## config.mk

```make
export PLATFORM = sky130hd
export DESIGN_NAME = sequential_list_table
export DESIGN_NICKNAME = d
export VERILOG_FILES = /design/src/hw/rtl/slt_pkg.sv /design/src/hw/rtl/slt_mem.sv /design/src/hw/rtl/sequential_list_table.sv
export VERILOG_INCLUDE_DIRS = /design/src /design/src/hw/rtl
export SDC_FILE = /design/constraint.sdc
export NUM_CORES = 2
export LEC_CHECK = 0
export ABC_AREA = 1
export BUFFER_PORTS_ARGS = -buffer_cell sky130_fd_sc_hd__buf_2
export CORE_MARGIN = 10
export CORE_UTILIZATION = 63
export DETAILED_ROUTE_END_ITERATION = 10
export PLACE_DENSITY = 0.8
export SYNTH_ARGS = -nofsm -noshare
export SYNTH_HDL_FRONTEND = slang
export SYNTH_SLANG_ARGS = --single-unit
```

## constraint.sdc

```tcl
create_clock -name clk -period 5.2 [get_ports clk]
set_input_delay 0.26 -clock clk [delete_from_list [all_inputs] [get_ports clk]]
set_output_delay 0.26 -clock clk [all_outputs]
set_load 0.01 [all_outputs]
```

## src/hw/rtl/sequential_list_table_macros.svh

```systemverilog
// assertion macros for the sequential list table
`ifndef SEQUENTIAL_LIST_TABLE_MACROS_SVH
`define SEQUENTIAL_LIST_TABLE_MACROS_SVH

// same-cycle implication, checked outside reset
`define SLT_ASSERT_NOW(label, clk, rst, ante, cons) \
  label: assert property (@(posedge clk) disable iff (rst) (ante) |-> (cons)) \
    else $error("sequential list table check failed");

// next-cycle implication, checked outside reset
`define SLT_ASSERT_NEXT(label, clk, rst, ante, cons) \
  label: assert property (@(posedge clk) disable iff (rst) (ante) |=> (cons)) \
    else $error("sequential list table check failed");

`endif

```

## src/hw/rtl/slt_pkg.sv

```systemverilog
// shared types and codes for the sequential list table
package slt_pkg;

  localparam int unsigned VALUE_W = 32;
  localparam int unsigned POS_W   = 7;

  localparam logic [1:0] KIND_APPEND = 2'd0;
  localparam logic [1:0] KIND_CHANGE = 2'd1;
  localparam logic [1:0] KIND_DELETE = 2'd2;
  localparam logic [1:0] KIND_DUMP   = 2'd3;

  localparam logic [1:0] ST_OK     = 2'd0;
  localparam logic [1:0] ST_FULL   = 2'd1;
  localparam logic [1:0] ST_EMPTY  = 2'd2;
  localparam logic [1:0] ST_BADPOS = 2'd3;

  typedef struct packed {
    logic               en;
    logic [VALUE_W-1:0] data;
  } slt_wr_t;

endpackage

```

## src/hw/rtl/slt_mem.sv

```systemverilog
// entry storage: one write port, one registered read port
module slt_mem #(
  parameter int unsigned DEPTH = 64,
  localparam int unsigned AW = $clog2(DEPTH)
) (
  input  logic                        clk,
  input  slt_pkg::slt_wr_t            wr,
  input  logic [AW-1:0]               waddr,
  input  logic                        rd_en,
  input  logic [AW-1:0]               raddr,
  output logic [slt_pkg::VALUE_W-1:0] rdata
);

  logic [slt_pkg::VALUE_W-1:0] mem [DEPTH];

  always_ff @(posedge clk) begin
    if (wr.en) begin
      mem[waddr] <= wr.data;
    end
  end

  // read data holds while no read is issued
  always_ff @(posedge clk) begin
    if (rd_en) begin
      rdata <= mem[raddr];
    end
  end

endmodule

```

## src/hw/rtl/sequential_list_table.sv

```systemverilog
// append, change and any single-result operation: result registered from the op state
// delete walks the list, its result registered from the finish state after the walk; dump:
// entries follow one entry per cycle unless the output side stalls
// one item at a time: the sequencer returns to idle as the final result is loaded
// rst clears the count and the control state; the entry memory is not cleared
`include "sequential_list_table_macros.svh"

module sequential_list_table #(
  parameter int unsigned LIST_DEPTH = 64
) (
  input  logic        clk,
  input  logic        rst,
  input  logic        s_tvalid,
  output logic        s_tready,
  input  logic [39:0] s_tdata,   // position[6:0], value[38:7], zero pad
  input  logic [1:0]  s_tuser,   // kind[1:0]
  output logic        m_tvalid,
  input  logic        m_tready,
  output logic [55:0] m_tdata,   // entry_position[6:0], entry_value[38:7],
                                 // entry_count[45:39], removed[52:46], zero pad
  output logic [1:0]  m_tuser,   // status[1:0]
  output logic        m_tlast
);

  localparam int unsigned AW    = $clog2(LIST_DEPTH);
  localparam int unsigned CNT_W = $clog2(LIST_DEPTH + 1);
  localparam int unsigned VW    = slt_pkg::VALUE_W;
  localparam int unsigned PW    = slt_pkg::POS_W;

  typedef enum logic [1:0] {
    ST_IDLE,
    ST_OP,
    ST_WALK,
    ST_FIN
  } state_t;

  state_t              state;
  logic [1:0]          kind;
  logic [PW-1:0]       pos;
  logic [VW-1:0]       val;
  logic [CNT_W-1:0]    count;
  logic [CNT_W-1:0]    rp;
  logic [CNT_W-1:0]    wp;
  logic [AW-1:0]       ri;
  logic                dv;

  logic                out_free;
  logic                is_del;
  logic                consume;
  logic                issue;
  logic                keep;
  logic                ri_last;
  logic                full;
  logic                bad_pos;
  logic [PW-1:0]       pos_m1;
  logic [VW-1:0]       rdata;

  slt_pkg::slt_wr_t    mem_wr;
  logic [AW-1:0]       mem_waddr;

  logic                em_valid;
  logic [1:0]          em_status;
  logic [PW-1:0]       em_pos;
  logic [VW-1:0]       em_value;
  logic [PW-1:0]       em_count;
  logic [PW-1:0]       em_removed;
  logic                em_last;
  logic                done;
  logic                to_walk;
  logic                to_fin;

  assign s_tready = (state == ST_IDLE);
  assign out_free = !m_tvalid || m_tready;
  assign is_del   = (kind == slt_pkg::KIND_DELETE);
  assign consume  = (state == ST_WALK) && dv && (is_del || out_free);
  assign issue    = (state == ST_WALK) && (rp < count) && (!dv || consume);
  assign keep     = (rdata != val);
  assign ri_last  = (CNT_W'(ri) == count - CNT_W'(1));
  assign full     = (count == CNT_W'(LIST_DEPTH));
  assign bad_pos  = (pos == '0) || (pos > PW'(count));
  assign pos_m1   = pos - PW'(1);

  // memory write port: append, change, or compaction during delete
  always_comb begin
    mem_wr.en   = 1'b0;
    mem_wr.data = val;
    mem_waddr   = count[AW-1:0];
    if (state == ST_OP && out_free) begin
      if (kind == slt_pkg::KIND_APPEND && !full) begin
        mem_wr.en = 1'b1;
      end else if (kind == slt_pkg::KIND_CHANGE && !bad_pos) begin
        mem_wr.en = 1'b1;
        mem_waddr = pos_m1[AW-1:0];
      end
    end else if (consume && is_del && keep) begin
      mem_wr.en   = 1'b1;
      mem_wr.data = rdata;
      mem_waddr   = wp[AW-1:0];
    end
  end

  slt_mem #(
    .DEPTH (LIST_DEPTH)
  ) u_mem (
    .clk   (clk),
    .wr    (mem_wr),
    .waddr (mem_waddr),
    .rd_en (issue),
    .raddr (rp[AW-1:0]),
    .rdata (rdata)
  );

  // result for this cycle and where the sequencer goes
  always_comb begin
    em_valid   = 1'b0;
    em_status  = slt_pkg::ST_OK;
    em_pos     = '0;
    em_value   = '0;
    em_count   = PW'(count);
    em_removed = '0;
    em_last    = 1'b1;
    done       = 1'b0;
    to_walk    = 1'b0;
    to_fin     = 1'b0;
    unique case (state)
      ST_OP: begin
        unique case (kind)
          slt_pkg::KIND_APPEND: begin
            em_valid  = out_free;
            em_status = full ? slt_pkg::ST_FULL : slt_pkg::ST_OK;
            em_count  = full ? PW'(count) : PW'(count) + PW'(1);
          end
          slt_pkg::KIND_CHANGE: begin
            em_valid  = out_free;
            em_status = bad_pos ? slt_pkg::ST_BADPOS : slt_pkg::ST_OK;
          end
          slt_pkg::KIND_DELETE, slt_pkg::KIND_DUMP: begin
            if (count == '0) begin
              em_valid  = out_free;
              em_status = slt_pkg::ST_EMPTY;
            end else begin
              to_walk = 1'b1;
            end
          end
          default: begin
            em_valid = out_free;
          end
        endcase
        done = em_valid;
      end
      ST_WALK: begin
        if (consume && !is_del) begin
          em_valid = 1'b1;
          em_pos   = PW'(ri) + PW'(1);
          em_value = rdata;
          em_last  = ri_last;
          done     = ri_last;
        end
        to_fin = consume && is_del && ri_last;
      end
      ST_FIN: begin
        em_valid   = out_free;
        em_count   = PW'(wp);
        em_removed = PW'(count - wp);
        done       = out_free;
      end
      default: begin
      end
    endcase
  end

  always_ff @(posedge clk) begin
    if (rst) begin
      state    <= ST_IDLE;
      count    <= '0;
      dv       <= 1'b0;
      m_tvalid <= 1'b0;
    end else begin
      if (em_valid) begin
        m_tvalid <= 1'b1;
        m_tuser  <= em_status;
        m_tlast  <= em_last;
        m_tdata  <= {3'b000, em_removed, em_count, em_value, em_pos};
      end else if (m_tready) begin
        m_tvalid <= 1'b0;
      end

      if (state == ST_IDLE && s_tvalid) begin
        kind  <= s_tuser;
        pos   <= s_tdata[PW-1:0];
        val   <= s_tdata[PW+VW-1:PW];
        state <= ST_OP;
      end else if (to_walk) begin
        rp    <= '0;
        wp    <= '0;
        dv    <= 1'b0;
        state <= ST_WALK;
      end else if (to_fin) begin
        state <= ST_FIN;
      end else if (done) begin
        state <= ST_IDLE;
      end

      if (state == ST_OP && done && kind == slt_pkg::KIND_APPEND && !full) begin
        count <= count + CNT_W'(1);
      end else if (state == ST_FIN && done) begin
        count <= wp;
      end

      if (state == ST_WALK) begin
        if (issue) begin
          ri <= rp[AW-1:0];
          rp <= rp + CNT_W'(1);
          dv <= 1'b1;
        end else if (consume) begin
          dv <= 1'b0;
        end
        if (consume && is_del && keep) begin
          wp <= wp + CNT_W'(1);
        end
      end
    end
  end

  `SLT_ASSERT_NOW(a_count_bound, clk, rst, 1'b1, count <= CNT_W'(LIST_DEPTH))
  `SLT_ASSERT_NOW(a_no_rw_clash, clk, rst, mem_wr.en && issue, mem_waddr != rp[AW-1:0])
  `SLT_ASSERT_NOW(a_wp_behind_rp, clk, rst, state == ST_WALK, wp <= rp)
  `SLT_ASSERT_NEXT(a_fin_shrinks, clk, rst, state == ST_FIN && done, count <= $past(count))

endmodule
```

; ---- Yosys cells after proc, flatten, opt, wreduce, memory -nomap -nowiden
; Memories as Yosys holds them, arrays and structs flattened. A register that Yosys moved wholly into a read port is not among the register bits.
; Index checks and enable logic that the tools add are counted.
[totals]
ff_bits = 128
latch_bits = 0
ram_bits = 2048
rom_bits = 0
input_bits = 46
word_cells = 125
memories = 1
[op_classes]
n_addsub = 7
n_mul = 0
n_div = 0
n_lt_le_gt_ge = 2
eq_ne = 9
shift = 0
n_mux = 49
n_bitwise = 1
n_reduce_logical = 40
[memory_table]
columns = name, depth, word_bits, read_ports, rd_clocked_by_memory_dff, write_ports, line_no
row1 = u_mem.mem, 64, 32, 1, 1, 1, slt_mem.sv:14  ; logic [slt_pkg::VALUE_W-1:0] mem [DEPTH];
[ops]
columns = operator, count
row1 = 2-to-1 mux 7 bit, 12
row2 = 2-to-1 mux 33 bit, 1
row3 = 2-to-1 mux 32 bit, 1
row4 = inequality test 32 bit, 1
row5 = 2-to-1 mux 6 bit, 4
row6 = adder 7 x 1 -> 7 bit (second input constant), 3
row7 = 2-to-1 mux 1 bit, 21
row8 = logical AND 1 bit, 16
row9 = zero test 7 bit, 2
row10 = one-hot mux 7 bit (2 select lines), 1
row11 = 2-to-1 mux 2 bit, 5
row12 = == test 2 bit (second input constant), 4
row13 = adder 6 x 1 -> 7 bit (second input constant), 1
row14 = == test 6 x 7 -> 1 bit, 1
row15 = == test 7 bit (second input constant), 1
row16 = greater-than comparator 7 bit, 1
row17 = < comparator 7 bit, 1
row18 = subtractor 7 x 1 -> 7 bit (second input constant), 1
row19 = subtractor 7 bit, 1
row20 = one-hot mux 1 bit (3 select lines), 2
row21 = one-hot mux 2 bit (3 select lines), 1
row22 = AND reduction 2 bit, 3
row23 = OR reduction 2 bit, 3
row24 = subtractor 6 x 1 -> 6 bit (second input constant), 1
row25 = other kinds (10), 20

; ---- Longest topological paths before layout
[logic_depth]
word_depth = 11
ltp_mapped = 16

; ---- Hierarchy
; Synthesis repeated with hierarchy kept, for this count alone.
[unflattened]
cells_unflattened = 7536
hier_area_um2 = 90063.9
[by_module_without_submodules]
columns = mod, n_inst, cells_each, area_per_inst_um2, seq_area_each_um2
row1 = slt_mem, 1, 6769, 83058.4, 62459.9
row2 = sequential_list_table, 1, 767, 7005.5, 3733.6

; ---- Worst setup path after synthesis
; OpenSTA, ideal clock, no wires.
[synth_timing]
path_type = register to register
startpoint = register kind[0]
endpoint = memory u_mem.mem[0][0] (netlist name) (data pin)
arrival_time_ns = 3.904
required_ns = 4.498
slack_ns = 0.594
path_stages_with_launch = 9
path_buffers = 3
synth_period_minus_slack_ns = 4.606
cell_sequence = edfxtp_1 inv_1 nand2_1 nor2_4 nand2_4 buf_6 buf_2 buf_4 o21ai_0
[synth_lines]
columns = item, line_no
row1 = from (decl), sequential_list_table.sv:38  ; logic [1:0] kind;
row2 = from (signal assigned), sequential_list_table.sv:189  ; kind <= s_tuser;
row3 = to (decl), slt_mem.sv:14

; ---- Worst setup path after layout
[layout_timing]
startpoint = register count[2]
endpoint = memory u_mem.mem[34][7] (netlist name) (enable)
[layout_via]
elab_chain_len = 9
elab_cells_between_ends = 16
cone_classes = order compare: 1 / eq/ne: 1 / mux: 9 / reduce/logical: 5
[layout_lines]
columns = item, line_no
row1 = from (decl), sequential_list_table.sv:41  ; logic [CNT_W-1:0] count;
row2 = from (signal assigned), sequential_list_table.sv:205  ; count <= count + CNT_W'(1);
row3 = from (signal assigned), sequential_list_table.sv:207  ; count <= wp;
row4 = greater-than comparator 7 bit, sequential_list_table.sv:80  ; assign bad_pos = (pos == '0) || (pos > PW'(count));
row5 = logical OR 1 bit, sequential_list_table.sv:80
row6 = zero test 1 bit, sequential_list_table.sv:91  ; end else if (kind == slt_pkg::KIND_CHANGE && !bad_pos) begin
row7 = logical AND 1 bit, sequential_list_table.sv:91
row8 = 2-to-1 mux 1 bit, sequential_list_table.sv:91
row9 = 2-to-1 mux 1 bit, sequential_list_table.sv:89  ; if (kind == slt_pkg::KIND_APPEND && !full) begin
row10 = 2-to-1 mux 1 bit, sequential_list_table.sv:88  ; if (state == ST_OP && out_free) begin
row11 = 2-to-1 mux 1 bit, slt_mem.sv:17  ; if (wr.en) begin
row12 = 2-to-1 mux 1 bit (implied by the code), slt_mem.sv:18  ; mem[waddr] <= wr.data;
; Several ways; a longest one is shown, not always the timed one.

==> results.yml <==
global_route:
  grt_max_degree: 187
  use_met3_pct: 8.54
  grt_antenna_before_repair: 12
  grt_pass1_wl_um: 360000
  busiest_layer: "met2"
  use_met1_pct: 40.9
  grt_overflow: 0
  grt_usage_pct: 30.6
  use_met2_pct: 45.6
  grt_pass1_vias: 56900
worst_setup_path:
  cp.buffers_inverters: 3
  critical_path_class: "flip-flop to flip-flop"
  r2r_setup_slack_ns: 0.75
  ff2ff_path_depth: 14
  required_ns: 5.74
  crit_path_start_kind: "flip-flop"
  critPathMaxFanout: 24
  r2r-start: "count[2]$_SDFFE_PP0P_"
  cp_data_arrival_time_ns: 4.99
  worst_path_largest_cell_delay_ns: 0.81
  end_kind: "flip-flop"
  critPathSlowestCell: "nor2_4"
  rr_endpoint: "u_mem.mem[34][7]$_DFFE_PP_"
  crit_family: "simple AND/OR/NAND/NOR gates"
  path_cells: "inv_2, ha_1, a21oi_1, o21ai_1, nand2_1, nand3_2, nand2_2, nand3_2, nand2_2, inv_1, o21ai_4, nand4_4, nor2_4, buf_4"
  cp-startpoint: "count[2]$_SDFFE_PP0P_"
power_and_ir_drop:
  power.leakage_nw: 31.5
  ir_drop_uv: 335
  powerDensity_nw_per_um2: 372
floorplanning:
  die_h_um: 394
  core_area_um2: 139000
  rows: 137
  io_pins: 107
  dieWidth_um: 394
  start_util_pct: 63.3
  die_area_um2: 155000
sta:
  skew_ns: 0.0269
  final.setup.tns_ns: 0
  finalCritPeriodShare_pct: 85.6
  period_needed_ns: 4.45
  grt_setup_unrepaired: "no"
  fmax_mhz: 225
  setup_viol: 0
  finalHoldViolCount: 0
  slew_viol_final: 0
  worstMarginPinSlew_ns: 1.28
  slew_headroom_pct: 14.5
final_layout:
  fin_util_pct: 70.7
  final.fill_count: 8264
  final_common_cell: "edfxtp_1"
  area_delta_synth_final_pct: 11.8
  drive_above_1_share_pct: 10.8
  multi_input_area_um2: 20200
  fin_cells: 8687
  nets: 6711
  layout_common_cells: "edfxtp_1 (2,197), nor2_1 (1,097), o21ai_0 (1,037), nand2_1 (435), o22ai_1 (315)"
  ff_latch_area_um2: 66200
routing:
  first_pass_iters: 8
  route.detailed.drc: 0
  drtIter0Drc: 10600
  post_drt_wl_per_cell_um: 28.1
  drt.antenna.violating_nets: 0
  avgViaCountPerCell: 6.82
  wl_um: 245000
  via_count: 59300
synth:
  ys_ff_latch: 2208
  synth_fa_ha_area_share_pct: 0.407
  synth-seq-area-share_pct: 75.3
  netlist_instances: 6577
  avgSynthCellArea_um2: 13.4
  synth-edff-count: 2197
  synth_compound_area_share_pct: 11.7
  ys_types: 54
  synth-simple-area-share_pct: 9.40
  async_flop_share_pct: 0
  synth_top_family_by_area: "compound AO/OA/AOI/OAI gates"
  synthMuxAreaShare_pct: 0.0114
  synth_ff_type: "edfxtp_1"
  synth_area_um2: 87900
  synth_xor_area_share_pct: 0.438
  yosysWarningCount: 0
cts:
  clk_latency_ns: 0.85
  cts_buffer_depth: 3
  htree_num_levels: 4
  cts_tree: "built"
  root_buffer: "clkbuf_16"
  cts-buffers-inserted: 199
  cts.sinks: 2208
  path_clk_slew_ns: 0.06
  cts_resized: 0
flow_run:
  max_cap_violations: 0
placed_design:
  place.gp.congestion: 0.909
  place.detailed.hpwl_um: 134000
  dp.cells: 8267
  port_buffers: 102
hold_path:
  hold_path.class: "input port to flip-flop"
  whs_path_depth: 2
  hold_start: "s_tdata[12]"
  min_to: "val[5]$_DFFE_PP_"
status:
  run_status: "finished clean"
[stage by stage]
stage / area, um2 / hold WS [ns] / setup slack, ns / total power [mW]
after floorplan: 87900 / 0.329 / 0.594 / 21.4
after global routing: 98300 / 0.120 / 0.615 / 37.4
final: 98300 / 0.135 / 0.751 / 36.6
after CTS: 98300 / 0.0784 / 0.909 / 36.5
after detailed placement: 91400 / 0.438 / 0.928 / 22.3
after global placement: 91400 / 0.441 / 1.01 / 22.2
[routing by layer]
metal  share of wire [%]  wire (um)
met5               0.026         64
met2                  45     110000
met1                  34      83200
met4                 6.2      15100
met3                  15      35800
[how the worst max path moves through the flow]
stage	endpoint	slack, ns	cells after the start
after floorplan	u_mem.mem[0][0]$_DFFE_PP_	0.59	8
after global placement	u_mem.mem[24][3]$_DFFE_PP_	1.01	14
after detailed placement	u_mem.mem[19][23]$_DFFE_PP_	0.93	14
after CTS	u_mem.mem[24][22]$_DFFE_PP_	0.91	14
after global routing	u_mem.mem[24][23]$_DFFE_PP_	0.62	14
final	u_mem.mem[34][7]$_DFFE_PP_	0.75	14
[cell type report]
class | count | area share (%)
clock inverter | 131 | 1.23
inverter | 106 | 0.443
timing repair buffer | 311 | 2.75
clock buffer | 242 | 5.25
antenna | 2 | 0.00509
tap | 1876 | 2.39
multi-input combinational | 3811 | 20.6
sequential | 2208 | 67.4
[worst register-to-register path: stages (launching register included)]
cell     delay [ns]
dfxtp_1        0.62
inv_2          0.21
ha_1           0.35
a21oi_1        0.14
o21ai_1        0.09
nand2_1        0.08
nand3_2        0.07
nand2_2        0.18
nand3_2        0.25
nand2_2        0.13
inv_1          0.07
o21ai_4        0.41
nand4_4        0.38
nor2_4         0.81
buf_4          0.36
[flip-flops by register name, indices dropped and copies added (netlist names), 2 cells and up]
name	cells
ri	6
m_tuser	2
wp	7
m_tdata	53
u_mem.rdata	32
kind	2
val	32
count	7
state	2
pos	7
rp	7
u_mem.mem	2048
[timing repair]
action / in CTS / in global routing
setup endpoints to repair: 0 / 0
hold buffers: 45 / 0
hold endpoints to repair: 51 / 0
buffers inserted: 0 / 0
[synthesized netlist by cell type (5+ instances only)]
library cell,number,area share (%)
o22ai_1,315,2.2
o211ai_1,60,0.51
nand3_4,5,0.10
inv_1,82,0.35
edfxtp_1,2197,75
nor2_1,1165,5.0
o21ai_1,11,0.063
a31oi_1,12,0.085
ha_1,27,0.38
nor2_2,10,0.071
o21ai_0,1069,6.1
nor3_1,7,0.040
nand3_2,14,0.16
nand4_1,37,0.26
nand3_1,247,1.4
buf_2,101,0.57
o221ai_1,206,2.1
inv_2,20,0.085
o211a_1,6,0.068
buf_6,10,0.13
nand2_2,8,0.057
nand4_4,9,0.22
nand2_4,9,0.12
nand2_1,435,1.9
a21oi_1,85,0.48
xnor2_1,30,0.30
dfxtp_1,11,0.25
xor2_1,14,0.14
clkbuf_1,303,1.3
buf_1,14,0.060
buf_4,24,0.20
[report_power, final]
group          total (mW)  switching, mW  internal (mW)
Clock                14.5           6.48           7.99
Sequential           19.6         0.0436           19.6
Combinational        2.46           1.87          0.594
[logic make-up after synthesis]
group | after synthesis
adder cells (fa/ha/maj) | 28
buffers and inverters | 560
AO/OA/AOI/OAI | 1778
multiplexers | 1
other | 1
AND/OR/NAND/NOR | 1957
flip-flops | 2208
XOR/XNOR | 44
No activity file was read; power rests on OpenSTA's default activity.
